===== config.mk =====
export PLATFORM = sky130hd
export DESIGN_NAME = afuf_lane
export DESIGN_NICKNAME = d
export VERILOG_FILES = /design/src/rtl/afuf_pkg.sv /design/src/rtl/afuf_lane.sv
export SDC_FILE = /design/constraint.sdc
export NUM_CORES = 1
export LEC_CHECK = 0
export BUFFER_PORTS_ARGS = -buffer_cell sky130_fd_sc_hd__buf_2
export CAP_MARGIN = 25
export CORE_MARGIN = 8
export CORE_UTILIZATION = 45
export CTS_CLUSTER_SIZE = 14
export DETAILED_ROUTE_END_ITERATION = 12
export PLACE_DENSITY_LB_ADDON = 0.3
export REMOVE_ABC_BUFFERS = 1
export SLEW_MARGIN = 40
export SYNTH_ARGS = -nofsm -noshare
export SYNTH_HDL_FRONTEND = slang
export SYNTH_SLANG_ARGS = --single-unit

===== constraint.sdc =====
create_clock -name clk -period 11.67 [get_ports clk]
set_input_delay 0 -clock clk [delete_from_list [all_inputs] [get_ports clk]]
set_output_delay 0 -clock clk [all_outputs]
set_load 0.02 [all_outputs]

===== src/rtl/afuf_pkg.sv =====
`timescale 1ns / 1ps
`default_nettype none

package afuf_pkg;

    // Default configuration
    localparam int FIFO_DEPTH_DEF  = 2048;
    localparam int FADE_LEN_DEF    = 256;
    localparam int SAMPLE_BITS_DEF = 16;

    // Fade weight is Q0.15; one full weight needs one more bit
    localparam int WEIGHT_BITS = 15;
    localparam int WEIGHT_W    = WEIGHT_BITS + 1;
    localparam logic [WEIGHT_W-1:0] WEIGHT_ONE = WEIGHT_W'(1 << WEIGHT_BITS);

    // Fixed field widths
    localparam int CFG_W   = 11;
    localparam int LEVEL_W = 11;
    localparam int COUNT_W = 32;
    localparam int OP_W    = 2;

    localparam logic [CFG_W-1:0] USABLE_RESET = CFG_W'(2047);

    typedef enum logic [OP_W-1:0] {
        OP_PUSH  = 2'd0,
        OP_PULL  = 2'd1,
        OP_FLUSH = 2'd2,
        OP_NOP   = 2'd3
    } afuf_op_t;

    // Per-request control and status handed from the FIFO stage onward
    typedef struct packed {
        logic                accepted;
        logic                use_mem;
        logic                upd_held;
        logic [WEIGHT_W-1:0] weight;
        logic                in_underrun;
        logic [LEVEL_W-1:0]  fill_level;
        logic [LEVEL_W-1:0]  free_space;
        logic [COUNT_W-1:0]  played_frames;
        logic [COUNT_W-1:0]  underrun_frames;
    } afuf_s1_t;

endpackage

`default_nettype wire


===== src/rtl/afuf_lane.sv =====
`timescale 1ns / 1ps
`default_nettype none

module afuf_lane #(
    parameter int SAMPLE_BITS = afuf_pkg::SAMPLE_BITS_DEF
) (
    input  logic                          clk,
    input  logic                          rst_n,
    input  logic                          adv,
    input  afuf_pkg::afuf_s1_t            ctl,
    input  logic signed [SAMPLE_BITS-1:0] rd_sample,
    output logic signed [SAMPLE_BITS-1:0] out_sample
);
    import afuf_pkg::*;

    localparam int PW = SAMPLE_BITS + WEIGHT_W + 2;

    logic signed [SAMPLE_BITS-1:0] held_reg;
    logic signed [SAMPLE_BITS-1:0] out_reg;
    logic signed [SAMPLE_BITS-1:0] tgt;
    logic signed [SAMPLE_BITS:0]   diff;
    logic signed [WEIGHT_W:0]      wgt_s;
    logic signed [PW-1:0]          prod;
    logic signed [PW-1:0]          step;
    logic signed [PW-1:0]          sum;
    logic signed [SAMPLE_BITS-1:0] mix;

    // out = held + floor((target - held) * w / 2^15); target is zero off the FIFO
    always_comb
    begin
        tgt   = ctl.use_mem ? rd_sample : '0;
        diff  = (SAMPLE_BITS + 1)'(tgt) - (SAMPLE_BITS + 1)'(held_reg);
        wgt_s = $signed({1'b0, ctl.weight});
        prod  = diff * wgt_s;
        step  = prod >>> WEIGHT_BITS;
        sum   = PW'(held_reg) + step;
        mix   = $signed(sum[SAMPLE_BITS-1:0]);
    end

    // Hold the last delivered real frame
    always_ff @(posedge clk or negedge rst_n)
    begin
        if (!rst_n)
            held_reg <= '0;
        else if (adv && ctl.upd_held)
            held_reg <= mix;
    end

    // Register the lane result
    always_ff @(posedge clk)
    begin
        if (adv)
            out_reg <= mix;
    end

    assign out_sample = out_reg;

endmodule

`default_nettype wire


Word level (Yosys, flattened, before mapping) --
Cells that the tools add are included.
Operators by class: add/subtract/negate cells 2, multipliers 1, multiplexer cells 1, reduce and logical (&&, ||, !) cells 1
Operator list (count):
- $mul A17 B17 Y31 | 1
- $sub A16 B16 Y17 | 1
- $add A16 B16 Y16 | 1
- $mux W16 | 1
- $logic_and A1 B1 Y1 | 1
Storage, ports and cells: register bits after elaboration 32, input port bits 125, output and inout port bits 16

Depth between registers and ports, before layout --
depth after elaboration 4, gate-level depth with buffers 40

Worst setup path after synthesis --
OpenSTA, ideal clock, no wires.
path kind reg-to-reg, from register held_reg[0], to register held_reg[15], library setup time 0.125 ns, arrival time 8.954 ns, required time 11.545 ns, setup slack 2.591 ns, cell stages (with the launch flop) 35, clock period less this slack 9.079 ns, cell sequence dfrtp_1 -> ha_1 -> fa_1 -> nor2b_1 -> o31ai_1 -> a311o_1 -> nand4_1 -> a31oi_1 -> or2_2 -> clkbuf_1 -> and2_1 -> fa_1 -> inv_1 -> fa_1 -> fa_1 -> inv_1 -> fa_1 -> fa_1 -> inv_1 -> fa_1 -> inv_1 -> ha_1 -> a21oi_1 -> nor2_1 -> a211o_1 -> o31ai_1 -> nand2_1 -> xor2_1 -> ha_1 -> or4_1 -> o221ai_1 -> a21oi_1 -> o41ai_1 -> xnor3_1 -> mux2_2
On the way: longest elaborated chain between the ends 3
Ends and longest elaborated chain:
- start: declaration | RTL line afuf_lane.sv:18 | logic signed [SAMPLE_BITS-1:0] held_reg;
- start signal: assignment | RTL line afuf_lane.sv:46 | held_reg <= mix;
- $sub A16 B16 Y17 | RTL line afuf_lane.sv:32 | diff = (SAMPLE_BITS + 1)'(tgt) - (SAMPLE_BITS + 1)'(held_reg);
- $mul A17 B17 Y31 | RTL line afuf_lane.sv:34 | prod = diff * wgt_s;
- $add A16 B16 Y16 (*) | RTL line afuf_lane.sv:36 | sum = PW'(held_reg) + step;
- net sum[15] | RTL line afuf_lane.sv:25 | logic signed [PW-1:0] sum;
Mark *: on every way through the listed nets, which the timed path passes. The rest lies on a longest branch. A chain may end at the register's enable or synchronous reset.

Final worst setup path --
from register held_reg[1], to register held_reg[15]
Same word-level chain as after synthesis.

==> impl_metrics.csv <==
group,metric,value,unit
final_layout,fillers,2614,
clock_tree,ctsLongestPathBuffers,2,
final_layout,area_delta_synth_final,7.24,%
route,ant_nets,0,
clock_tree,cts_tree,"done",
synthesis,synth_top_area_cell,"fa_1",
timing,setup_viol,0,
timing,hold_viol,0,
worst_setup_path,cp.arrival,10450,ps
worst_setup_path,critPathLaunchType,"flop",
synthesis,yosysMostFrequentCell,"inv_1",
floorplan,start_util,0.456,
clock_tree,h-tree-depth,2,
synthesis,synthTopCellsByCount,"inv_1, fa_1, nand2_1, and2_1, ha_1",
floorplan,num_io_pins,141,
placed_design,gp_congestion,0.833,
route,wl_per_cell,15.7,um
timing,fin_ws,1390,ps
floorplan,rows,60,
hold_path,hold_path.class,"in -> reg",
route,drt_iter0_drc,356,
clock_tree,cts_setup_buffers,0,
synthesis,netlist.area_leader.share,0.424,
synthesis,yosysSeqAreaShare,0.0720,
timing,fin_crit,10280,ps
global_routing,grt_start_max_net_pins,22,
worst_setup_path,r2r_slack,1390,ps
worst_setup_path,crit_top_cell,"inv_1",
clock_tree,cts_sinks,32,
floorplan,fp.dieW,181,um
final_layout,drive_above_1_share,0.0767,
placed_design,portBuffers,52,
floorplan,design.die.area,32700,um2
clock_tree,cts_made_buffers,5,
synthesis,synth.area.top_cells,"fa_1, ha_1, inv_1, and2_1, nand2_1",
clock_tree,cts.reportedPaths.clkPinSlew,50,ps
clock_tree,ctsHoldBuffers,1,
final_layout,regArea,881,um2
synthesis,yosysUniqueCellTypes,60,
final_layout,antenna_cells,0,
worst_setup_path,endpoint_kind,"flop",
timing,relSlewSlack,0.506,
worst_setup_path,worst-path-buf-inv,8,
floorplan,core_region_area,26800,um2
synthesis,synth-edff-count,16,
route,vias,8648,
global_routing,grt_usage,0.170,
synthesis,synthArstFlopShare,0.500,
global_routing,antenna_found_initial,1,
global_routing,grt_pass1_vias,9250,
clock_tree,cts_resized,0,
global_routing,grt_first_pass_wirelength,45500,um
timing,slew_violations,0,
run,drv_cap,0,
clock_tree,clk_latency,280,ps
worst_setup_path,cpPeakStageDelay,530,ps
worst_setup_path,cp.required,11840,ps
final_layout,nNetsFinal,1863,
clock_tree,cts-root-buf,"clkbuf_16",
global_routing,grt.overflow.total,0,
worst_setup_path,crit_fanout,16,
route,detail_route.vias_per_cell,5.06,
synthesis,synth_cells,1338,
synthesis,synth.avg_cell_area,9.14,um2
timing,finalClockSkew,4.06,ps
worst_setup_path,crit_type,"reg -> reg",
worst_setup_path,slowest_stage,"fa_1",
route,drc,0,
timing,fin_crit_sh,0.881,
timing,worst_pin_slew,739,ps
synthesis,ys.flop_type,"edfxtp_1",
synthesis,ys_seq_elements,32,
placed_design,place_ws,1470,ps
status,outcome,"complete, no violations",
timing,rsz0062_at_grt,"no",
route,first_pass_iters,5,
timing,tns,0,ps
synthesis,syn-cell-area,12200,um2
placed_design,dp_hpwl,22200,um
timing,max_freq,97.2,MHz
synthesis,ys_warn_count,0,
floorplan,die_h,181,um
route,wl,26800,um
worst_setup_path,crit_family,"adder cells",
final_layout,multi_input_area,9980,um2
==> placed cells by master, fill, tap and decap left out, types with 14 or more instances in the layout <==
cell,n
inv_1,355
fa_1,259
nand2_1,147
and2_1,122
ha_1,111
buf_2,52
xnor2_1,33
nor2_1,29
nor2b_1,28
a21oi_1,28
dfrtp_1,16
edfxtp_1,16
nand2b_1,14
mux2_2,14
==> layout make-up <==
type | instances | area share
Clock inverter | 2 | 0.00267
Tap cell | 341 | 0.0325
Inverter | 355 | 0.102
Sequential cell | 32 | 0.0671
Clock buffer | 6 | 0.00982
Multi-Input combinational cell | 912 | 0.761
Timing Repair Buffer | 62 | 0.0258
==> stage by stage <==
step | area, um2 | std cells | utilization | hold WS, ps
after floorplan | 12100 | 1299 | - | -296
after global placement | 12900 | 1701 | 0.481 | -62.4
after detailed placement | 12900 | 1701 | 0.483 | -51.6
after CTS | 13100 | 1710 | 0.489 | 179
after global routing | 13100 | 1710 | 0.489 | 187
final | 13100 | 1710 | 0.489 | 172
==> final timing paths <==
check	endpoint	cells past startpoint	start
min in group asynchronous	held_reg[6]$_DFFE_PN0P_	2	rst_n
min	out_sample[14]$_DFFE_PP_	1	adv
max in group asynchronous	held_reg[10]$_DFFE_PN0P_	2	rst_n
max reg2reg	held_reg[15]$_DFFE_PN0P_	39	held_reg[1]$_DFFE_PN0P_
max	held_reg[15]$_DFFE_PN0P_	39	held_reg[1]$_DFFE_PN0P_
min reg2reg	held_reg[7]$_DFFE_PN0P_	1	held_reg[7]$_DFFE_PN0P_
==> worst register-to-register path: cells and delay by family, from the launching register on <==
| kind | cells | cell delay (ps) |
|---|---|---|
| DFF | 1 | 450 |
| muxes | 1 | 270 |
| AOI/OAI and AO/OA | 12 | 3180 |
| and+or+nand+nor | 7 | 1130 |
| xor gates and xnor gates | 2 | 650 |
| adders and majority gates | 9 | 3870 |
| buffers and inverters | 8 | 620 |
==> layer usage <==
metal | vias up | part of all wire | global-route usage
met5 | - | 0 | 0
met4 | 0 | 0.024 | 0.0413
met3 | 45 | 0.035 | 0.0169
met2 | 169 | 0.53 | 0.314
met1 | 4415 | 0.42 | 0.210
li1 | 4019 | - | -
==> cell families after synthesis <==
logic type	count (synthesis)	synth area share
buffers and inverters	394	0.121
AND/OR/NAND/NOR	378	0.158
adder cells (fa/ha/maj)	370	0.537
AO/OA/AOI/OAI	96	0.0582
XOR/XNOR	54	0.0404
flip-flops	32	0.0720
multiplexers	14	0.0129
Power is left out: the tool's default activity adds up to more than one toggle a clock period on the data nets, which glitch-free logic cannot reach.
